**config.mk**
```make
export PLATFORM = sky130hd
export DESIGN_NAME = acbh_queue
export DESIGN_NICKNAME = d
export VERILOG_FILES = /design/src/hdl/acbh_pkg.sv /design/src/hdl/acbh_queue.sv
export SDC_FILE = /design/constraint.sdc
export NUM_CORES = 1
export LEC_CHECK = 0
export ABC_AREA = 1
export BUFFER_PORTS_ARGS = -buffer_cell sky130_fd_sc_hd__buf_2
export CORE_UTILIZATION = 47
export DETAILED_ROUTE_END_ITERATION = 16
export PLACE_DENSITY = 0.86
export SLEW_MARGIN = 30
export SYNTH_ARGS = -nofsm -noshare
export SYNTH_HDL_FRONTEND = slang
export SYNTH_SLANG_ARGS = --single-unit
```
**constraint.sdc**
```tcl
create_clock -name clock -period 7.5 [get_ports clock]
set_input_delay 1.5 -clock clock [delete_from_list [all_inputs] [get_ports clock]]
set_output_delay 1.5 -clock clock [all_outputs]
set_load 0.005 [all_outputs]
```
**src/hdl/acbh_pkg.sv**
```systemverilog
// Package: AES constants, S-box and shared types for the chained block hash.
`default_nettype none
package acbh_pkg;
   localparam int BlockBytes  = 16;
   localparam int DigestBytes = 20;
   localparam int Rounds      = 10;
   localparam int QueueDepth  = 2;

   localparam logic [0:0] CsrKeyHigh = 1'b0;
   localparam logic [0:0] CsrKeyLow  = 1'b1;

   // One queued block from front to back.
   typedef struct packed {
      logic [127:0] block;
      logic         first;
      logic         final_blk;
   } blk_job_type;

   typedef enum logic [1:0] {
      BK_IDLE, BK_ROUND, BK_EMIT
   } bk_state_type;

   function automatic logic [7:0] sbox(input logic [7:0] x);
      logic [7:0] t [0:255];
      t = '{
      8'h63,8'h7c,8'h77,8'h7b,8'hf2,8'h6b,8'h6f,8'hc5,8'h30,8'h01,8'h67,8'h2b,8'hfe,8'hd7,8'hab,8'h76,
      8'hca,8'h82,8'hc9,8'h7d,8'hfa,8'h59,8'h47,8'hf0,8'had,8'hd4,8'ha2,8'haf,8'h9c,8'ha4,8'h72,8'hc0,
      8'hb7,8'hfd,8'h93,8'h26,8'h36,8'h3f,8'hf7,8'hcc,8'h34,8'ha5,8'he5,8'hf1,8'h71,8'hd8,8'h31,8'h15,
      8'h04,8'hc7,8'h23,8'hc3,8'h18,8'h96,8'h05,8'h9a,8'h07,8'h12,8'h80,8'he2,8'heb,8'h27,8'hb2,8'h75,
      8'h09,8'h83,8'h2c,8'h1a,8'h1b,8'h6e,8'h5a,8'ha0,8'h52,8'h3b,8'hd6,8'hb3,8'h29,8'he3,8'h2f,8'h84,
      8'h53,8'hd1,8'h00,8'hed,8'h20,8'hfc,8'hb1,8'h5b,8'h6a,8'hcb,8'hbe,8'h39,8'h4a,8'h4c,8'h58,8'hcf,
      8'hd0,8'hef,8'haa,8'hfb,8'h43,8'h4d,8'h33,8'h85,8'h45,8'hf9,8'h02,8'h7f,8'h50,8'h3c,8'h9f,8'ha8,
      8'h51,8'ha3,8'h40,8'h8f,8'h92,8'h9d,8'h38,8'hf5,8'hbc,8'hb6,8'hda,8'h21,8'h10,8'hff,8'hf3,8'hd2,
      8'hcd,8'h0c,8'h13,8'hec,8'h5f,8'h97,8'h44,8'h17,8'hc4,8'ha7,8'h7e,8'h3d,8'h64,8'h5d,8'h19,8'h73,
      8'h60,8'h81,8'h4f,8'hdc,8'h22,8'h2a,8'h90,8'h88,8'h46,8'hee,8'hb8,8'h14,8'hde,8'h5e,8'h0b,8'hdb,
      8'he0,8'h32,8'h3a,8'h0a,8'h49,8'h06,8'h24,8'h5c,8'hc2,8'hd3,8'hac,8'h62,8'h91,8'h95,8'he4,8'h79,
      8'he7,8'hc8,8'h37,8'h6d,8'h8d,8'hd5,8'h4e,8'ha9,8'h6c,8'h56,8'hf4,8'hea,8'h65,8'h7a,8'hae,8'h08,
      8'hba,8'h78,8'h25,8'h2e,8'h1c,8'ha6,8'hb4,8'hc6,8'he8,8'hdd,8'h74,8'h1f,8'h4b,8'hbd,8'h8b,8'h8a,
      8'h70,8'h3e,8'hb5,8'h66,8'h48,8'h03,8'hf6,8'h0e,8'h61,8'h35,8'h57,8'hb9,8'h86,8'hc1,8'h1d,8'h9e,
      8'he1,8'hf8,8'h98,8'h11,8'h69,8'hd9,8'h8e,8'h94,8'h9b,8'h1e,8'h87,8'he9,8'hce,8'h55,8'h28,8'hdf,
      8'h8c,8'ha1,8'h89,8'h0d,8'hbf,8'he6,8'h42,8'h68,8'h41,8'h99,8'h2d,8'h0f,8'hb0,8'h54,8'hbb,8'h16};
      return t[x];
   endfunction

   function automatic logic [7:0] xtime(input logic [7:0] x);
      return {x[6:0], 1'b0} ^ (x[7] ? 8'h1b : 8'h00);
   endfunction

   // Byte i of a 128-bit word, byte 0 in the top bits.
   function automatic logic [7:0] get_b(input logic [127:0] w, input int i);
      return w[127-8*i -: 8];
   endfunction
endpackage
`default_nettype wire

```
**src/hdl/acbh_queue.sv**
```systemverilog
// Short block queue between front and back.
`default_nettype none
module acbh_queue import acbh_pkg::*; #(
   parameter int Depth = QueueDepth
) (
   input  wire logic        clock,
   input  wire logic        reset,
   input  wire logic        in_valid,
   input  wire blk_job_type in_job,
   output      logic        in_ready,
   output      logic        out_valid,
   output      blk_job_type out_job,
   input  wire logic        out_ready
);
   localparam int AW = (Depth > 1) ? $clog2(Depth) : 1;
   blk_job_type          mem_ff [Depth];
   logic [AW-1:0]        wp_ff, rp_ff;
   logic [$clog2(Depth+1)-1:0] cnt_ff;
   logic                 push, pop;

   assign in_ready  = cnt_ff != ($clog2(Depth+1))'(Depth);
   assign out_valid = cnt_ff != '0;
   assign out_job   = mem_ff[rp_ff];
   assign push      = in_valid && in_ready;
   assign pop       = out_valid && out_ready;

   always_ff @(posedge clock) begin
      if (reset) begin
         wp_ff  <= '0;
         rp_ff  <= '0;
         cnt_ff <= '0;
      end else begin
         if (push) wp_ff <= (wp_ff == AW'(Depth-1)) ? '0 : wp_ff + AW'(1);
         if (pop)  rp_ff <= (rp_ff == AW'(Depth-1)) ? '0 : rp_ff + AW'(1);
         cnt_ff <= cnt_ff + (push ? 1'b1 : 1'b0) - (pop ? 1'b1 : 1'b0);
      end
      if (push) mem_ff[wp_ff] <= in_job;
   end
endmodule
`default_nettype wire

```
# Word level (Yosys, flattened, before mapping)
# Memories as Yosys holds them, arrays and structs flattened. A register that Yosys moved wholly into a read port is not among the register bits.
# Index checks and enable logic that the tools add are counted.
dict set report word_totals {
  mem_count 1
  register_bits 4
  out_inout_bits 132
  in_bits 134
  ram_bits 260
  elab_cells 20
}
# memory depth word_bits rd rd_ports_with_merged_regs write_ports line
set memory_table {}
lappend memory_table {mem_ff 2 130 1 1 1 acbh_queue.sv:16} ;# blk_job_type mem_ff [Depth];
dict set report op_classes {
  n_reduce_logical 3
  mux 8
  n_eq_ne 1
  addsub 4
}
# op n
set ops {}
lappend ops {{1-bit two-way mux} 8}
lappend ops {{1-bit adder, second input constant} 2}
lappend ops {{2-bit by 1-bit adder with 2-bit output} 1}
lappend ops {{1-bit logical AND} 2}
lappend ops {{2-bit inequality test, second input constant} 1}
lappend ops {{2-bit nonzero test} 1}
lappend ops {{2-bit by 1-bit subtractor with 2-bit output} 1}

# Logic depth before layout (Yosys ltp)
dict set report depth {
  depth_word 5
  ltp_mapped 11
}

# Least setup slack after synthesis
# Ideal clock, no wire load.
dict set report synth_path {
  kind {in2reg}
  from {in in_valid}
  to {mem mem_ff[1][0] in the netlist's numbering (enable)}
  t_required_ns 6.877
  stages 2
  setup_time_ns 0.623
  path_buffers 0
  arrival_ns 7.058
  setup_slack_ns -0.181
  cell_sequence {nand2_1 -> nor2_1}
}
dict set report synth_via {
  elab_chain_len 3
}
# element line
set synth_rtl {}
lappend synth_rtl {{from (decl)} acbh_queue.sv:8} ;# input wire logic in_valid,
lappend synth_rtl {{1-bit logical AND} acbh_queue.sv:24} ;# assign push = in_valid && in_ready;
lappend synth_rtl {{1-bit two-way mux} acbh_queue.sv:37} ;# if (push) mem_ff[wp_ff] <= in_job;
lappend synth_rtl {{1-bit two-way mux (not written as such)} acbh_queue.sv:37}
lappend synth_rtl {{to (decl)} acbh_queue.sv:16}
# Every way passes these cells.

==> results by stage <==
Detailed routing:
- For this block, the via count after detailed routing is 4,940.
- In the routed layout, each cell is associated on average with a via count of 4.877.
- After detailed routing, the average wire length per cell comes to 17.40 um.
- After the first detailed-routing iteration, the DRC count stood at 261.
- The iteration count of the initial detailed-routing pass is 6.
- The total length of routed wires is 17,620 um.
- The number of remaining DRC errors is 0.
- In this run the remaining antenna-violating nets after routing total 0.

GRT:
- Entering global routing, the biggest net connects 70 pins.
- The met3 usage is 0.04340.
- The highest-utilization routing layer at the global route stage is met2.
- Summed over all layers, the global routing overflow is 0.
- The global-route wire length before repair is 27,370 um.
- The number of antenna violations at the first check in global routing was 0.
- The via count of the first global-routing pass is 5,321.
- The met1 routing resource usage after global routing is 0.1959.
- For this run, the total global-route usage over all layers was measured as 0.1667.
- The met2 global-route usage is 0.2950.

Place:
- Including well taps, the total number of placed cells is 966.
- Routability-driven placement finished with a final weighted congestion of 0.7303.
- Port buffering added 265 buffers.
- Detailed placement finished with a half-perimeter wire length of 11,480 um.

Job:
- The number of maximum-capacitance violations is 0.

Setup path:
- For the worst flop-to-flop path, the logic depth is 5.
- The category of the critical setup timing path is reg -> out.
- The critical-path maximum fanout is 67.
- The minimum setup slack among reg-to-reg paths is 5.53 ns.
- The worst setup path is captured at a primary output.
- The capture point of the critical path is out_job[94].
- The required time at the endpoint of the critical path is 6.00 ns.
- In this run the critical register-to-register path is captured at mem_ff[1][81].
- The startpoint identified for the worst register-to-register timing path is cnt_ff[0].
- The startpoint kind of the worst setup timing path is a register.
- Data on the critical path arrives at its endpoint at 2.85 ns.

Floorplanning:
- Measured along the y axis, the die boundary spans 145.2 um.
- The core area is 20,170 um^2.
- The starting utilization of the core area is 0.4780.
- 266 I/O pins were placed.
- Measured along the x axis, the die boundary spans 145.2 um.
- The area of the die is 21,090 um^2.
- The floorplan has 52 rows.

Clock tree:
- The clock tree from TritonCTS is built.
- In this run the post-CTS setup repair buffer count came out at 0.
- Clock tree synthesis found a total of 265 sinks.
- The number of buffers on the longest clock path is 3.
- The buffer cell driving the clock tree root is sky130_fd_sc_hd__clkbuf_16.
- In this run, post-CTS hold repair placed 0 buffers.
- The number of gates resized after CTS was 0.
- In this run the number of H-tree levels came out at 1.
- For the worst-skew pair, the clock arrives at the later sink with an insertion delay of 0.51 ns.
- Clock-pin slew was measured on the worst setup and hold paths at 0.06 ns.
- The number of buffers created by CTS is 27.

Power and ir drop:
- IR analysis of the VDD net gives a maximum drop of 0.2434 mV.
- The power density over the cells is 330.3 nW/um^2.
- The total leakage power is 4.504 nW.

Finish:
- The most frequent standard cell in the layout excluding fill and tap cells is sky130_fd_sc_hd__buf_2.
- The final layout contains 860 nets.
- In the final layout, the share of cells above drive strength 1 is 0.5922.
- Once layout is complete, the cells apart from fillers number 1,013.
- The register area is 7911 um^2.
- Leaving out fill and tap cells, the most frequent cells in the layout are sky130_fd_sc_hd__buf_2, sky130_fd_sc_hd__edfxtp_1, sky130_fd_sc_hd__mux2_2, sky130_fd_sc_hd__clkbuf_16.
- The diode insertion count for antenna repair is 0.
- The area growth from synthesis to layout is 24.88%.
- The area used by multi-input combinational logic is 1584 um^2.
- The filler cell count is 1,468.

Timing:
- The time the worst path needs with I/O delays and setup is 4.346 ns.
- In the final timing run, aggregate negative setup slack is 0 ns.
- Timing would allow up to 230.1 MHz.
- The worst pin sits at a relative slew slack of 0.3879.
- The measured slew at the worst slew-check pin is 0.9181 ns.
- The maximum clock skew at final layout is 0.01091 ns.
- Setup repair after global routing left no endpoint under its margin.
- The count of endpoints failing setup in the final report is 0.
- The hold violation count in the final report was 0.
- The number of max-slew violations in the final report is 0.
- In the finished design, the share of the clock period the worst path needs comes to 0.5795.

Status:
- The run finished with clean final reports.

Synthesis:
- The share of the Yosys chip area taken by registers is 0.8201.
- The warning count from the yosys run is 0.
- Synthesis inferred 265 register bits.
- Synthesis instantiated 14 different standard cells from the library.
- Dividing the synthesized area by the synthesized cell count gives 21.91 um^2.
- The post-synth design cell area is 9642 um^2.
- Counting every net in the synthesized netlist gives 575.
- Synthesis produced a netlist whose cell count is 440.

Min path:
- The type of the worst min-delay path is reg -> reg.
==> cell usage after synthesis <==
cell	instances	area share
sky130_fd_sc_hd__buf_4	1	0.00078
sky130_fd_sc_hd__nor3_1	1	0.00052
sky130_fd_sc_hd__edfxtp_1	260	0.81
sky130_fd_sc_hd__inv_1	8	0.0031
sky130_fd_sc_hd__a21oi_1	2	0.0010
sky130_fd_sc_hd__ha_1	1	0.0013
sky130_fd_sc_hd__nand2_1	8	0.0031
sky130_fd_sc_hd__buf_2	3	0.0016
sky130_fd_sc_hd__buf_6	10	0.012
sky130_fd_sc_hd__nor2_1	9	0.0035
sky130_fd_sc_hd__dfxtp_1	5	0.010
sky130_fd_sc_hd__mux2_2	130	0.15
sky130_fd_sc_hd__xnor2_1	1	0.00091
sky130_fd_sc_hd__nand3_1	1	0.00052
==> layout make-up <==
class,count,area share
tap,270,0.02806
clock inverter,15,0.009872
clock buffer,32,0.05767
sequential,265,0.6571
inverter,8,0.002494
multi-input combinational,153,0.1316
timing repair buffer,270,0.1133
==> how the worst min path moves through the flow <==
stage | startpoint | endpoint | slack (ns) | cells past startpoint
6_report | rp_ff | rp_ff | 0.52 | 2
5_1_grt | rp_ff | rp_ff | 0.57 | 2
4_1_cts | rp_ff | rp_ff | 0.51 | 2
2_1_floorplan | rp_ff | register | 0.47 | 2
3_5_place_dp | rp_ff | rp_ff | 0.49 | 2
3_3_place_gp | rp_ff | rp_ff | 0.48 | 2
==> critical path: stages, from the launching register on <==
cell and delay (ns):
sky130_fd_sc_hd__dfxtp_4 0.89, sky130_fd_sc_hd__buf_4 0.76, sky130_fd_sc_hd__mux2_2 0.43, sky130_fd_sc_hd__buf_2 0.13
==> routing by layer <==
layer	part of all wire	vias up	wire, um
met5	0	-	0
met4	0.026	0	454
met3	0.075	37	1325
met2	0.52	197	9212
met1	0.38	2408	6629
li1	-	2298	-
==> state kept, by name, indices dropped and copies added, names as in the netlist, named ones only <==
name and count:
cnt_ff 2, mem_ff 260, rp_ff 1, wp_ff 1
==> through the flow <==
step / utilization / area (um^2) / setup WS [ns] / total power, mW / hold slack, ns
3_3_place_gp: 0.5566 / 11230 / 3.675 / 2.758 / 0.4802
3_5_place_dp: 0.5566 / 11230 / 3.657 / 2.788 / 0.4934
5_1_grt: 0.5970 / 12040 / 2.971 / 4.154 / 0.5664
6_report: 0.5970 / 12040 / 3.154 / 3.977 / 0.5176
2_1_floorplan: - / 9647 / 2.011 / 2.474 / 0.4669
4_1_cts: 0.5970 / 12040 / 3.096 / 4.030 / 0.5083
==> logic make-up (layout without fill, tap and decap cells) <==
family                     after synthesis  in the layout  share of synthesized area
DFF                                    265            265                     0.8201
muxes                                  130            130                     0.1518
buffers and inverters                   22            325                    0.01713
and+or+nand+nor                         19             19                   0.007655
AOI/OAI and AO/OA                        2              2                   0.001038
adders and majority gates                1              1                   0.001297
xor gates and xnor gates                 1              1                  0.0009085
==> power breakdown <==
| part | internal, mW | leakage, nW | switching, mW |
|---|---|---|---|
| Sequential | 1.88 | 2.47 | 0.0899 |
| Combinational | 0.400 | 1.63 | 0.376 |
| Clock | 0.723 | 0.406 | 0.505 |
| Total | 3.00 | 4.50 | 0.972 |
Note: power is estimated with default switching activity, not from simulation.
