File: src/hdl/acbh_pkg.sv
// Package: AES constants, S-box and shared types for the chained block hash.
`default_nettype none
package acbh_pkg;
   localparam int BlockBytes  = 16;
   localparam int DigestBytes = 20;
   localparam int Rounds      = 10;
   localparam int QueueDepth  = 2;

   localparam logic [0:0] CsrKeyHigh = 1'b0;
   localparam logic [0:0] CsrKeyLow  = 1'b1;

   // One queued block from front to back.
   typedef struct packed {
      logic [127:0] block;
      logic         first;
      logic         final_blk;
   } blk_job_type;

   typedef enum logic [1:0] {
      BK_IDLE, BK_ROUND, BK_EMIT
   } bk_state_type;

   function automatic logic [7:0] sbox(input logic [7:0] x);
      logic [7:0] t [0:255];
      t = '{
      8'h63,8'h7c,8'h77,8'h7b,8'hf2,8'h6b,8'h6f,8'hc5,8'h30,8'h01,8'h67,8'h2b,8'hfe,8'hd7,8'hab,8'h76,
      8'hca,8'h82,8'hc9,8'h7d,8'hfa,8'h59,8'h47,8'hf0,8'had,8'hd4,8'ha2,8'haf,8'h9c,8'ha4,8'h72,8'hc0,
      8'hb7,8'hfd,8'h93,8'h26,8'h36,8'h3f,8'hf7,8'hcc,8'h34,8'ha5,8'he5,8'hf1,8'h71,8'hd8,8'h31,8'h15,
      8'h04,8'hc7,8'h23,8'hc3,8'h18,8'h96,8'h05,8'h9a,8'h07,8'h12,8'h80,8'he2,8'heb,8'h27,8'hb2,8'h75,
      8'h09,8'h83,8'h2c,8'h1a,8'h1b,8'h6e,8'h5a,8'ha0,8'h52,8'h3b,8'hd6,8'hb3,8'h29,8'he3,8'h2f,8'h84,
      8'h53,8'hd1,8'h00,8'hed,8'h20,8'hfc,8'hb1,8'h5b,8'h6a,8'hcb,8'hbe,8'h39,8'h4a,8'h4c,8'h58,8'hcf,
      8'hd0,8'hef,8'haa,8'hfb,8'h43,8'h4d,8'h33,8'h85,8'h45,8'hf9,8'h02,8'h7f,8'h50,8'h3c,8'h9f,8'ha8,
      8'h51,8'ha3,8'h40,8'h8f,8'h92,8'h9d,8'h38,8'hf5,8'hbc,8'hb6,8'hda,8'h21,8'h10,8'hff,8'hf3,8'hd2,
      8'hcd,8'h0c,8'h13,8'hec,8'h5f,8'h97,8'h44,8'h17,8'hc4,8'ha7,8'h7e,8'h3d,8'h64,8'h5d,8'h19,8'h73,
      8'h60,8'h81,8'h4f,8'hdc,8'h22,8'h2a,8'h90,8'h88,8'h46,8'hee,8'hb8,8'h14,8'hde,8'h5e,8'h0b,8'hdb,
      8'he0,8'h32,8'h3a,8'h0a,8'h49,8'h06,8'h24,8'h5c,8'hc2,8'hd3,8'hac,8'h62,8'h91,8'h95,8'he4,8'h79,
      8'he7,8'hc8,8'h37,8'h6d,8'h8d,8'hd5,8'h4e,8'ha9,8'h6c,8'h56,8'hf4,8'hea,8'h65,8'h7a,8'hae,8'h08,
      8'hba,8'h78,8'h25,8'h2e,8'h1c,8'ha6,8'hb4,8'hc6,8'he8,8'hdd,8'h74,8'h1f,8'h4b,8'hbd,8'h8b,8'h8a,
      8'h70,8'h3e,8'hb5,8'h66,8'h48,8'h03,8'hf6,8'h0e,8'h61,8'h35,8'h57,8'hb9,8'h86,8'hc1,8'h1d,8'h9e,
      8'he1,8'hf8,8'h98,8'h11,8'h69,8'hd9,8'h8e,8'h94,8'h9b,8'h1e,8'h87,8'he9,8'hce,8'h55,8'h28,8'hdf,
      8'h8c,8'ha1,8'h89,8'h0d,8'hbf,8'he6,8'h42,8'h68,8'h41,8'h99,8'h2d,8'h0f,8'hb0,8'h54,8'hbb,8'h16};
      return t[x];
   endfunction

   function automatic logic [7:0] xtime(input logic [7:0] x);
      return {x[6:0], 1'b0} ^ (x[7] ? 8'h1b : 8'h00);
   endfunction

   // Byte i of a 128-bit word, byte 0 in the top bits.
   function automatic logic [7:0] get_b(input logic [127:0] w, input int i);
      return w[127-8*i -: 8];
   endfunction
endpackage
`default_nettype wire

File: src/hdl/acbh_if.sv
// Valid/ready stream interfaces for requests and digest bytes.
`default_nettype none
interface acbh_req_if;
   logic       valid;
   logic       ready;
   logic [7:0] data_byte;
   logic       last;
   modport source (output valid, data_byte, last, input ready);
   modport sink (input valid, data_byte, last, output ready);
endinterface

`default_nettype wire

File: src/hdl/acbh_front.sv
// Front end: gathers request bytes into blocks, pads the last, feeds the block queue.
`default_nettype none
module acbh_front import acbh_pkg::*; (
   input  wire logic        clock,
   input  wire logic        reset,
   acbh_req_if.sink         req,
   output      logic        job_valid,
   output      blk_job_type job,
   input  wire logic        job_ready
);
   logic [127:0] buf_ff, buf_in;
   logic [3:0]   fill_ff, fill_in;
   logic         first_ff, first_in;
   logic         vld_ff, vld_in;
   blk_job_type  job_ff, job_in;
   logic [127:0] blk;
   logic [7:0]   pad;
   logic         take;

   assign req.ready = !vld_ff || job_ready;
   assign take      = req.valid && req.ready;
   assign pad       = 8'(5'd16 - ({1'b0, fill_ff} + 5'd1));

   always_comb begin
      blk = buf_ff;
      for (int i = 0; i < BlockBytes; i++) begin
         if (i == int'(fill_ff)) blk[127-8*i -: 8] = req.data_byte;
         else if (i > int'(fill_ff) && req.last) blk[127-8*i -: 8] = pad;
      end
   end

   always_comb begin
      buf_in   = buf_ff;
      fill_in  = fill_ff;
      first_in = first_ff;
      vld_in   = vld_ff && !job_ready;
      job_in   = job_ff;
      if (take) begin
         buf_in  = blk;
         fill_in = fill_ff + 4'd1;
         if (req.last || fill_ff == 4'd15) begin
            vld_in   = 1'b1;
            job_in   = '{block: blk, first: first_ff, final_blk: req.last};
            fill_in  = '0;
            first_in = req.last;
         end
      end
   end

   always_ff @(posedge clock) begin
      if (reset) begin
         fill_ff  <= '0;
         first_ff <= 1'b1;
         vld_ff   <= 1'b0;
      end else begin
         fill_ff  <= fill_in;
         first_ff <= first_in;
         vld_ff   <= vld_in;
      end
      buf_ff <= buf_in;
      job_ff <= job_in;
   end

   assign job_valid = vld_ff;
   assign job       = job_ff;
endmodule
`default_nettype wire

File: src/flat_wrapper.sv
// flat-port wrapper written by rule: the top's interface ports become plain ports
module acbh_front_flat import acbh_pkg::*;
  (clock, reset, job_valid, job, job_ready, req_valid, req_data_byte, req_last, req_ready);
  acbh_req_if req_i ();
  input  wire logic clock;
  input  wire logic reset;
  output      logic job_valid;
  output      blk_job_type job;
  input  wire logic job_ready;
  input wire logic [$bits(req_i.valid)-1:0] req_valid;
  input wire logic [$bits(req_i.data_byte)-1:0] req_data_byte;
  input wire logic [$bits(req_i.last)-1:0] req_last;
  output wire logic [$bits(req_i.ready)-1:0] req_ready;
  assign req_i.valid = req_valid;
  assign req_i.data_byte = req_data_byte;
  assign req_i.last = req_last;
  assign req_ready = req_i.ready;
  acbh_front u_core (.clock(clock), .reset(reset), .req(req_i), .job_valid(job_valid), .job(job), .job_ready(job_ready));
endmodule
File: config.mk
export PLATFORM = sky130hd
export DESIGN_NAME = acbh_front_flat
export DESIGN_NICKNAME = d
export VERILOG_FILES = /design/src/hdl/acbh_pkg.sv /design/src/hdl/acbh_if.sv /design/src/hdl/acbh_front.sv /design/src/flat_wrapper.sv
export SDC_FILE = /design/constraint.sdc
export NUM_CORES = 1
export LEC_CHECK = 0
export BUFFER_PORTS_ARGS = -buffer_cell sky130_fd_sc_hd__buf_4
export CORE_AREA = 2 2 141 143
export CTS_CLUSTER_DIAMETER = 200
export DETAILED_ROUTE_END_ITERATION = 10
export DIE_AREA = 0 0 143 145
export PLACE_DENSITY_LB_ADDON = 0.05
export SYNTH_ARGS = -nofsm -noshare
export SYNTH_HDL_FRONTEND = slang
export SYNTH_SLANG_ARGS = --single-unit
File: constraint.sdc
create_clock -name clock -period 9.06 [get_ports clock]
set_clock_uncertainty 0.15 [all_clocks]
set_input_delay 0.906 -clock clock [delete_from_list [all_inputs] [get_ports clock]]
set_output_delay 0.906 -clock clock [all_outputs]
set_load 0.03 [all_outputs]
## Word-level counts from Yosys, hierarchy flattened

Cells that the tools add are included.

- Logic and storage cells: 98
- Output and inout bits: 132
- Bits in registers: 264

- Magnitude comparators: 15
- Reductions and logical operators: 23
- $add $sub $neg: 3
- Mux-type cells: 34
- Equality and inequality tests: 16

Operators with widths:

| operator | count |
|---|---|
| 2-to-1 mux 8 bit | 31 |
| equality test 4 bit, first input constant | 8 |
| > comparator 4 bit, first input constant | 8 |
| logical AND 1 bit | 17 |
| equality test 3 x 4 -> 1 bit, first input constant | 4 |
| > comparator 3 x 4 -> 1 bit, first input constant | 4 |
| equality test 2 x 4 -> 1 bit, first input constant | 2 |
| > comparator 2 x 4 -> 1 bit, first input constant | 2 |
| subtractor 5 x 8 -> 8 bit, first input constant | 1 |
| adder 4 x 1 -> 5 bit, second input constant | 1 |
| adder 4 x 1 -> 4 bit, second input constant | 1 |
| equality test 1 x 4 -> 1 bit, first input constant | 1 |
| equality test 4 bit, second input constant | 1 |
| > comparator 1 x 4 -> 1 bit, first input constant | 1 |
| logical NOT 4 bit | 1 |
| 2-to-1 mux 4 bit | 1 |
| logical NOT 1 bit | 2 |
| logical OR 1 bit | 2 |
| 2-to-1 mux 1 bit | 2 |
| AND reduction 2 bit | 1 |

## Longest topological paths before layout

Gate-level depths: netlist of the first run.

- Depth in word-level cells: 4
- Depth in mapped cells: 9

## Worst setup path before layout of the first run

Ideal clock, no wire load.

- Path type: input to register
- Start point: input port req_last
- End point: register u_core.job_ff (netlist bit u_core.job[0]), enable pin
- Stages on the path: 4
- Slack: 1.309 ns
- Setup time: 0.621 ns
- Data arrival time: 6.980 ns
- Path through: buf_2 buf_1 nor2_1 nor2_1

- Word-level cells in the longest chain between the ends: 2

Ends and longest elaborated chain:

| element | RTL line | text |
|---|---|---|
| start, declared | flat_wrapper.sv:12 | `input wire logic [$bits(req_i.last)-1:0] req_last;` |
| logical OR 1 bit | acbh_front.sv:41 | `if (req.last \|\| fill_ff == 4'd15) begin` |
| AND reduction 2 bit (no line) | -- |  |
| end signal, assigned | acbh_front.sv:61 | `job_ff <= job_in;` |
| end, declared | acbh_front.sv:15 | `blk_job_type job_ff, job_in;` |

No other way between the ends.
A chain may end at the register's enable or synchronous reset.

## Final worst setup path of the first run

- Start point: register u_core.fill_ff[0]
- End point: register u_core.job_ff (netlist bit u_core.job[105]), enable pin

- Word-level cells in the longest chain between the ends: 3

Ends and longest elaborated chain:

| element | RTL line | text |
|---|---|---|
| start, declared | acbh_front.sv:12 | `logic [3:0] fill_ff, fill_in;` |
| start signal, assigned | acbh_front.sv:56 | `fill_ff <= fill_in;` |
| equality test 4 bit | acbh_front.sv:41 |  |
| logical OR 1 bit | acbh_front.sv:41 |  |
| AND reduction 2 bit (no line) | -- |  |

No other way between the ends.

==> summary.md, run 1 <==
| Metric | Value |
|---|---|
| Syn avg cell area | `13.5 sq um` |
| Worst Tran Pin Value | `1.07 ns` |
| Post-CTS Setup Bufs | `0` |
| Pleak | `4.79 nW` |
| Largest family of logic cells by synthesized area | `simple AND/OR/NAND/NOR gates` |
| Clk sink count | `264` |
| Worst skew pair latency | `0.52 ns` |
| GPL Wtd Cong | `0.854` |
| CP startpoint | `u_core.fill_ff[0]$_SDFFE_PP0P_` |
| Endpoints failing setup | `0` |
| Port Buffer Count | `144` |
| Pin count of the biggest net entering global routing | `74` |
| Initial Utilization | `56.4%` |
| Post-synth cell types | `61` |
| Adder-cell share of the synthesized area | `0.578%` |
| Final hold vios | `0` |
| # DRC | `0` |
| GRT Util Overall | `24.4%` |
| Proportion of synthesized area in mux cells | `2.87%` |
| Fillers | `1379` |
| R2r setup slk | `4.45 ns` |
| Synth Flop Type | `edfxtp_1` |
| Dominant cells by area after synthesis | `edfxtp_1, nand2_1, a21oi_1` |
| Die Y | `145 microns` |
| Endpoint class of the critical path | `register` |
| H-tree depth | `1` |
| Slew Limit Fails | `0` |
| Worst setup path end | `u_core.job[105]$_DFFE_PP_` |
| Row count | `51` |
| FF-to-FF path depth | `5` |
| Synthesized cell area | `10800 sq um` |
| Share of layout cells above drive strength 1 | `23.0%` |
| Worst VDD drop | `0.131 mV` |
| TritonRoute pass-1 iters | `7` |
| Initial antenna violation count | `0` |
| Clk pin slew, worst setup/hold paths | `0.07 ns` |
| Total gr overflow | `0` |
| RR Endpoint | `u_core.job[105]$_DFFE_PP_` |
| Reg2reg start | `u_core.fill_ff[0]$_SDFFE_PP0P_` |
| Die Wd | `143 microns` |
| Commonest cells post-synth | `edfxtp_1, nand2_1, a21oi_1` |
| Final net count | `944` |
| Number of synthesized flops with an enable pin | `258` |
| Via density | `5.88` |
| Kind of critical path | `register to register` |
| Type of the tightest min-delay check | `register to register` |
| Max-cap violations | `0` |
| Slew HR | `28.2%` |
| Post_cts resized | `0` |
| Post-synthesis simple-gate area fraction | `11.7%` |
| Worst EP required | `9.06 ns` |
| Synth Instances | `802` |
| FF+latch count, synth | `264` |
| Sequential share of the synthesized area | `72.7%` |
| Clock tree buffer depth | `3` |
| Syn_nets | `820` |
| CTS tree | `yes` |
| CTS Buf Count | `26` |
| Util after Layout | `67.4%` |
| DP HPWL | `16.0 mm` |
| Area delta synth->final | `19.6%` |
| Fmax achieved | `217 MHz` |
| Final WS setup | `4.45 ns` |
| Minimum clock period | `4.61 ns` |
| Share of the clock period used by the worst path | `50.8%` |
| WL final | `25.7 mm` |
| Async set or reset register ratio after synthesis | `0%` |
| Initial DRC count | `808` |
| Setup TNS | `0 ns` |
| Vias | `7121` |
| Detail Route Antenna Nets | `0` |
| Post-place setup slack | `4.52 ns` |
| Most numerous cell in the Yosys netlist | `edfxtp_1` |
| Core footprint | `19200 sq um` |
| Compound-Gate Fraction of Synth Area | `9.21%` |
| Diodes inserted | `0` |
| Post-Synth XOR/XNOR Area | `0.324%` |
| Root Driver | `clkbuf_16` |
| Element type at the critical path start | `register` |
| Worst EP arrival | `4.60 ns` |
| CTS Hold Bufs | `0` |
| I/O pin count | `145` |
| Full die area | `20700 sq um` |
| Synth area leader | `edfxtp_1` |
| RSZ-0062 raised after global routing | `no` |
| Post-synth top area share | `71.6%` |
| Synth warn | `0` |
| Routed WL per cell | `21.2 microns` |
| First-pass GRT wire length | `39.0 mm` |
| PD cells | `217 nW/um^2` |
| HP Start | `u_core.first_ff$_SDFFE_PP1P_` |
| Vias in the first global route | `6834` |
| Crit-path max FO | `62` |
| Status | `finished clean` |
## layer usage
metal,GRT usage (%),part of all wire [%]
met2,38.9,48
met4,5.99,2.0
met3,4.32,8.2
met1,35.2,42
met5,0,0
## cell usage in the layout, fill, tap and decap left out, types with 3 or more instances in the layout
cell type	count
inv_1	8
nand2_1	143
a31oi_1	15
a22o_1	9
a211oi_1	5
nor2b_1	7
ha_1	5
a21oi_1	44
buf_4	148
mux2_2	8
o21ai_1	10
nor3_1	3
bufinv_16	4
a22oi_1	14
clkbuf_16	27
and2_1	14
edfxtp_1	258
nand3_1	32
dfxtp_1	6
clkinv_1	3
clkinvlp_4	5
o21ai_0	40
clkinv_2	7
o31ai_1	5
nor2_1	35
mux2i_1	22
nand2b_1	7
and3_1	9
## critical path, cell delays in order (launching register included)
cell	delay, ns
dfxtp_1	0.86
ha_1	0.57
and3_1	0.70
nor2_1	0.29
nor2_4	0.81
buf_4	0.76
## flip-flops by register name (all words and copies together), names as in the netlist
| signal | cells |
|---|---|
| u_core.job_valid | 1 |
| u_core.job | 130 |
| u_core.fill_ff | 4 |
| u_core.buf_ff | 128 |
| u_core.first_ff | 1 |
## power by group
part,switching [W],internal (W),total (W)
combinational,0.000177,0.0000739,0.000250
clock,0.000447,0.000658,0.00110
sequential,0.0000225,0.00143,0.00145
total,0.000646,0.00216,0.00281
## cells by family after synthesis
group / after synthesis
flops: 264
compound gates: 162
buf+inv: 61
mux: 30
simple gates: 276
xor+xnor: 4
fa+ha+maj: 5
## how the worst min path moves through the flow
stage	end	slack [ns]	cells after the start
floorplan	u_core.job[1]$_DFFE_PP_	0.26	0
global placement	u_core.job[1]$_DFFE_PP_	0.30	0
detailed placement	u_core.job[1]$_DFFE_PP_	0.29	0
global route	u_core.job[1]$_DFFE_PP_	0.32	0
CTS	u_core.job[1]$_DFFE_PP_	0.31	0
finish	u_core.job[1]$_DFFE_PP_	0.31	0
## through the flow
step                      area, sq um  hold WS, ns  power, W  cells
after floorplan                 10800        0.260   0.00164    802
after detailed placement        12100        0.294   0.00173   1163
final                           12900        0.310   0.00281   1211
after CTS                       12900        0.309   0.00283   1211
after global placement          12100        0.300   0.00172   1163
after global routing            12900        0.324   0.00290   1211
## cell type report
type | count | area [sq um] | share of cell area (%)
clock buffers | 27 | 676 | 5.22
clock inverters | 21 | 221 | 1.71
flip-flops and latches | 264 | 7870 | 60.8
repair buffers | 148 | 1110 | 8.58
multi-input cells | 477 | 2710 | 20.9
well taps | 265 | 332 | 2.56
inverters | 9 | 36.3 | 0.280
Note: power is estimated with default switching activity, not from simulation.
==> run 2: changes to the inputs <==
--- a/config.mk
+++ b/config.mk
@@ -5,11 +5,12 @@
 export SDC_FILE = /design/constraint.sdc
 export NUM_CORES = 1
 export LEC_CHECK = 0
+export ABC_AREA = 1
 export BUFFER_PORTS_ARGS = -buffer_cell sky130_fd_sc_hd__buf_4
-export CORE_AREA = 2 2 141 143
+export CORE_AREA = 2 2 147 149
 export CTS_CLUSTER_DIAMETER = 200
 export DETAILED_ROUTE_END_ITERATION = 10
-export DIE_AREA = 0 0 143 145
+export DIE_AREA = 0 0 149 151
 export PLACE_DENSITY_LB_ADDON = 0.05
 export SYNTH_ARGS = -nofsm -noshare
 export SYNTH_HDL_FRONTEND = slang
==> constraint.sdc (replaced) <==
create_clock -name clock -period 3.7 [get_ports clock]
set_clock_uncertainty 0.15 [all_clocks]
set_input_delay 0.37 -clock clock [delete_from_list [all_inputs] [get_ports clock]]
set_output_delay 0.37 -clock clock [all_outputs]
set_load 0.03 [all_outputs]
==> run 2 against run 1 <==
Against the previous run: register-to-register slack got worse by 3.7 ns; area after synthesis decreased by 0.52%; non-clock buffer count rose by 5; critical path type unchanged.
==> summary.md, run 2 <==
| Metric | Value |
|---|---|
| DP HPWL | `16.5 mm` |
| I/O pin count | `145` |
| Number of placed instances, taps included | `1208` |
| Commonest non-fill, non-tap cell in the layout | `edfxtp_1` |
| Fin cells | `1259` |
| Max-cap violations | `0` |
| R2r setup slk | `0.79 ns` |
| H-tree depth | `1` |
| Endpoints failing setup | `0` |
| Worst skew pair latency | `0.53 ns` |
| Total gr overflow | `0` |
| Async set or reset register ratio after synthesis | `0%` |
| Minimum clock period | `2.91 ns` |
| Port Buffer Count | `144` |
| Via density | `5.62` |
| Worst VDD drop | `0.349 mV` |
| Syn avg cell area | `13.3 sq um` |
| WL final | `25.6 mm` |
| Pleak | `4.97 nW` |
| Pin count of the biggest net entering global routing | `87` |
| Slew Limit Fails | `0` |
| Post-synth top area share | `71.9%` |
| Endpoint class of the critical path | `register` |
| Final instance area | `13100 sq um` |
| PD cells | `546 nW/um^2` |
| Worst EP arrival | `3.02 ns` |
| TritonRoute pass-1 iters | `5` |
| Synth warn | `0` |
| Post_cts resized | `0` |
| GRT Util Overall | `22.6%` |
| Crit-path slowest cell | `clkinvlp_4` |
| Crit-path most repeated cell | `nand2_1` |
| Initial antenna violation count | `0` |
| Detail Route Antenna Nets | `0` |
| Row count | `53` |
| Number of synthesized flops with an enable pin | `258` |
| Synth area leader | `edfxtp_1` |
| Clock tree buffer depth | `3` |
| Max reg flops | `130` |
| Type of the tightest min-delay check | `input pin to register` |
| Element type at the critical path start | `register` |
| FF+latch count, synth | `264` |
| Final net count | `982` |
| Die Wd | `149 microns` |
| Leading cell types in the layout, fill and taps excluded | `edfxtp_1, buf_4, nand2_1, o21ai_0, nand3_1` |
| Total power | `0.00716 W` |
| Synthesized cell area | `10800 sq um` |
| Fmax achieved | `344 MHz` |
| Initial DRC count | `710` |
| Clk sink count | `264` |
| Full die area | `22500 sq um` |
| Initial Utilization | `51.7%` |
| Crit-path max FO | `40` |
| Worst path bufs/invs | `4` |
| Diodes inserted | `0` |
| CP delay by family, top | `buffers and inverters` |
| Core footprint | `20800 sq um` |
| Syn_nets | `829` |
| Die Y | `151 microns` |
| Vias in the first global route | `6729` |
| Minimum hold slack | `0.0463 ns` |
| Commonest cells post-synth | `edfxtp_1, nand2_1, o21ai_0` |
| CTS Buf Count | `27` |
| Kind of critical path | `register to register` |
| CTS Hold Bufs | `2` |
| Root Driver | `clkbuf_16` |
| Post-synth cell types | `40` |
| Area delta synth->final | `21.8%` |
| Final hold vios | `0` |
| Share of layout cells above drive strength 1 | `27.8%` |
| Synth Flop Type | `edfxtp_1` |
| Critical Path Max Stage Delay | `0.66 ns` |
| CTS tree | `yes` |
| # DRC | `0` |
| Sequential share of the synthesized area | `73.0%` |
| RSZ-0062 raised after global routing | `no` |
| Worst EP required | `3.81 ns` |
| Routed WL per cell | `20.3 microns` |
| Share of the clock period used by the worst path | `78.7%` |
| GPL Wtd Cong | `0.901` |
| Worst Tran Pin Value | `1.15 ns` |
| Status | `finished clean` |
| Vias | `7074` |
| Most numerous cell in the Yosys netlist | `edfxtp_1` |
| Post-DP Area | `12100 sq um` |
| Clk pin slew, worst setup/hold paths | `0.07 ns` |
| Slew HR | `23.1%` |
| Synth Instances | `811` |
| Post-CTS Setup Bufs | `0` |
| Dominant cells by area after synthesis | `edfxtp_1, nand2_1, o21ai_0` |
| Cells along the critical path | `ha_1 -> inv_1 -> nor2_4 -> inv_2 -> nand2_1 -> nand2_1 -> clkinvlp_4 -> buf_12` |
| First-pass GRT wire length | `38.6 mm` |
## run 2: worst paths after layout
path	from	end	depth (start not counted)
min reg2reg	u_core.first_ff$_SDFFE_PP1P_	u_core.job[1]$_DFFE_PP_	0
min	req_valid	u_core.fill_ff[3]$_SDFFE_PP0P_	4
max	u_core.fill_ff[1]$_SDFFE_PP0P_	u_core.job[127]$_DFFE_PP_	8
max reg2reg	u_core.fill_ff[1]$_SDFFE_PP0P_	u_core.job[127]$_DFFE_PP_	8
## run 2: per-stage QoR
stage / TNS (ns) / worst slack, ns / utilization [%]
CTS: 0 / 0.759 / 63.0
floorplan: -218.02 / -1.68 / -
global route: 0 / 0.584 / 63.0
detailed placement: 0 / 0.777 / 58.3
global placement: 0 / 0.874 / 58.3
finish: 0 / 0.790 / 63.0
## run 2: per-layer routing
layer | vias to the layer above | GRT usage (%) | wire length, microns | share of wire [%]
met1 | 3493 | 32.9 | 11200 | 44
met5 | - | 0 | 0 | 0
met3 | 28 | 4.22 | 1950 | 7.6
met4 | 0 | 5.57 | 349 | 1.4
met2 | 294 | 35.7 | 12100 | 47
li1 | 3259 | - | - | -
## run 2: cell type report
cell class                 instances  area (sq um)
clock buffer                      28           679
clock inverter                    21           285
fill                            1632          7700
inverter                          65           275
multi-input combinational        453          2470
sequential                       264          7870
tap                              275           344
timing repair buffer             153          1190
## run 2: logic make-up (layout without fill, tap and decap cells)
kind of cell	Yosys count	in the layout	share of synthesized area, %
DFF	264	264	73.0
and+or+nand+nor	260	260	12.2
AOI/OAI and AO/OA	187	187	9.83
xor gates and xnor gates	1	1	0.151
adders and majority gates	5	5	0.581
buffers and inverters	94	267	4.19
## run 2: where the power goes
part | total, W | switching, W | leakage (nW) | internal [W]
logic | 0.000682 | 0.000489 | 2.02 | 0.000193
registers | 0.00357 | 0.0000525 | 2.49 | 0.00352
clock network | 0.00291 | 0.00119 | 0.464 | 0.00172
## run 2: worst register-to-register path, stage by stage (launching register included)
cell	delay, ns
dfxtp_1	0.40
ha_1	0.28
inv_1	0.15
nor2_4	0.07
inv_2	0.14
nand2_1	0.14
nand2_1	0.20
clkinvlp_4	0.66
buf_12	0.44
==> run 3: changes to the inputs <==
--- a/config.mk
+++ b/config.mk
@@ -5,12 +5,12 @@
 export SDC_FILE = /design/constraint.sdc
 export NUM_CORES = 1
 export LEC_CHECK = 0
-export ABC_AREA = 1
+export ABC_AREA = 0
 export BUFFER_PORTS_ARGS = -buffer_cell sky130_fd_sc_hd__buf_4
-export CORE_AREA = 2 2 147 149
+export CORE_AREA = 2 2 148 150
 export CTS_CLUSTER_DIAMETER = 200
 export DETAILED_ROUTE_END_ITERATION = 10
-export DIE_AREA = 0 0 149 151
+export DIE_AREA = 0 0 150 152
 export PLACE_DENSITY_LB_ADDON = 0.05
 export SYNTH_ARGS = -nofsm -noshare
 export SYNTH_HDL_FRONTEND = slang
==> constraint.sdc (replaced) <==
create_clock -name clock -period 2.6 [get_ports clock]
set_clock_uncertainty 0.15 [all_clocks]
set_input_delay 0.26 -clock clock [delete_from_list [all_inputs] [get_ports clock]]
set_output_delay 0.26 -clock clock [all_outputs]
set_load 0.03 [all_outputs]
==> run 3 against run 2 <==
Against the previous run: clock-buffer cell count up 12; wire length increased by 6.4%; cell count is 0.71% higher; worst hold slack got worse by 0.0075 ns; largest power group unchanged; global-route usage increased by 1.1 points; critical endpoint is now u_core.job[110]$_DFFE_PP_; first-iteration DRC count is 8.2% lower.
==> summary.md, run 3 (synthesis results as in run 1) <==
| Metric | Value |
|---|---|
| Critical Path Max Stage Delay | `0.73 ns` |
| TritonRoute pass-1 iters | `5` |
| Port Buffer Count | `144` |
| Vias in the first global route | `7102` |
| Total gr overflow | `0` |
| FF+latch area | `7880 sq um` |
| Endpoint class of the critical path | `register` |
| Routed WL per cell | `21.5 microns` |
| Final net count | `986` |
| Worst Tran Pin Value | `0.862 ns` |
| Clk sink count | `264` |
| Endpoints failing setup | `0` |
| Die Y | `152 microns` |
| Max-cap violations | `0` |
| Status | `finished clean` |
| Share of the clock period used by the worst path | `93.2%` |
| CP startpoint | `u_core.fill_ff[3]$_SDFFE_PP0P_` |
| Util after Layout | `62.5%` |
| H-tree depth | `1` |
| Clock tree buffer depth | `3` |
| Initial antenna violation count | `0` |
| RSZ-0062 raised after global routing | `no` |
| Max reg flops | `130` |
| CTS Buf Count | `27` |
| Reg2reg start | `u_core.fill_ff[3]$_SDFFE_PP0P_` |
| Detail Route Antenna Nets | `0` |
| Share of layout cells above drive strength 1 | `25.0%` |
| Element type at the critical path start | `register` |
| Crit-path max FO | `16` |
| R2r setup slk | `0.18 ns` |
| RR Endpoint | `u_core.job[110]$_DFFE_PP_` |
| Clk pin slew, worst setup/hold paths | `0.06 ns` |
| Slew Limit Fails | `0` |
| Worst EP required | `2.80 ns` |
| DP HPWL | `17.3 mm` |
| Sw Ratio | `23.0%` |
| Total power | `0.00968 W` |
| Minimum clock period | `2.42 ns` |
| PD cells | `726 nW/um^2` |
| Worst setup path end | `u_core.job[110]$_DFFE_PP_` |
| Worst EP arrival | `2.62 ns` |
| Area delta synth->final | `23.2%` |
| Area of the multi-input gates | `2710 sq um` |
| Worst VDD drop | `0.490 mV` |
| Core footprint | `21400 sq um` |
| Row count | `54` |
| Combinational share of power | `9.7%` |
| Initial DRC count | `652` |
| Final hold vios | `0` |
| Final instance area | `13300 sq um` |
| Worst skew pair latency | `0.53 ns` |
| Clock network power share | `38.0%` |
| Diodes inserted | `0` |
| P_int | `0.00745 W` |
| Cells along the critical path | `buf_4 -> nand2b_1 -> nor4_1 -> a211oi_1 -> a21oi_1` |
| WL final | `27.2 mm` |
| Pleak | `4.99 nW` |
| Type of the tightest min-delay check | `input pin to register` |
| Fillers | `1707` |
| Fin cells | `1268` |
| Commonest non-fill, non-tap cell in the layout | `edfxtp_1` |
| Sw power | `0.00223 W` |
| Flop pwr share | `52.3%` |
| Leading cell types in the layout, fill and taps excluded | `edfxtp_1, buf_4, nand2_1, a21oi_1, o21ai_0` |
| # DRC | `0` |
| Pin count of the biggest net entering global routing | `75` |
| First-pass GRT wire length | `41.4 mm` |
| Die Wd | `150 microns` |
| Vias | `7218` |
| Kind of critical path | `register to register` |
| Root Driver | `clkbuf_16` |
| Setup TNS | `0 ns` |
| GPL Wtd Cong | `0.893` |
| Crit-path slowest cell | `nor4_1` |
| FF-to-FF path depth | `5` |
| Slew HR | `42.0%` |
| I/O pin count | `145` |
| Initial Utilization | `50.7%` |
| Via density | `5.69` |
| GRT Util Overall | `23.7%` |
| CTS tree | `yes` |
| Number of placed instances, taps included | `1215` |
| Full die area | `22800 sq um` |
| Fmax achieved | `412 MHz` |
| Post-DP Area | `12500 sq um` |
[run 3: repair_timing]
| item | 4_1_cts | 5_1_grt |
|---|---|---|
| buffers inserted | 0 | 0 |
| setup endpoints to repair | 0 | 2 |
| hold endpoints to repair | 8 | 0 |
| hold buffers | 4 | 0 |
| gates resized for setup | 0 | 1 |
[run 3: area by class of cell]
type	count	area share, %
repair buffers	189	11.5
well taps	280	2.63
clock buffers	40	5.58
flip-flops and latches	264	59.1
multi-input cells	477	20.3
inverters	9	0.281
clock inverters	9	0.657
[run 3: worst min path at each step]
| stage | startpoint | endpoint | slack (ns) | cells after the start |
|---|---|---|---|---|
| 2_1_floorplan | reset | u_core.job_valid$_SDFF_PP0_ | 0.17 | 1 |
| 3_3_place_gp | u_core.first_ff$_SDFFE_PP1P_ | u_core.job[1]$_DFFE_PP_ | 0.27 | 0 |
| 3_5_place_dp | u_core.first_ff$_SDFFE_PP1P_ | u_core.job[1]$_DFFE_PP_ | 0.27 | 0 |
| 4_1_cts | req_last | u_core.job[0]$_DFFE_PP_ | 0.03 | 1 |
| 5_1_grt | req_last | u_core.job[0]$_DFFE_PP_ | 0.03 | 1 |
| 6_report | req_last | u_core.job[0]$_DFFE_PP_ | 0.04 | 1 |
[run 3: metal layers]
| metal | vias to the layer above | GRT usage (%) | wire length, microns |
|---|---|---|---|
| li1 | 3327 | - | - |
| met1 | 3563 | 35.6 | 11900 |
| met2 | 285 | 36.8 | 12900 |
| met3 | 43 | 3.33 | 1910 |
| met4 | 0 | 6.29 | 532 |
| met5 | - | 0 | 0 |
[run 3: worst max-delay path: cells and delay by family, from the launching register on]
family	cells	cell delay (ns)
flip-flops	1	0.48
buffers and inverters	1	0.25
AO/OA/AOI/OAI	2	0.32
AND/OR/NAND/NOR	2	1.04
[run 3: through the flow]
| step | worst slack, ns | hold WS, ns |
|---|---|---|
| 2_1_floorplan | -0.707 | 0.169 |
| 6_report | 0.176 | 0.0388 |
| 4_1_cts | 0.117 | 0.0265 |
| 5_1_grt | 0.0343 | 0.0277 |
| 3_5_place_dp | 0.141 | 0.274 |
| 3_3_place_gp | 0.164 | 0.273 |
[run 3: power by group through the flow]
stage | registers, W | clock network, W | logic (W)
after global placement | 0.00514 | 0 | 0.000918
after floorplan | 0.00533 | 0 | 0.000360
after CTS | 0.00506 | 0.00373 | 0.000942
after detailed placement | 0.00515 | 0 | 0.000933
final | 0.00506 | 0.00368 | 0.000940
after global routing | 0.00508 | 0.00390 | 0.00100
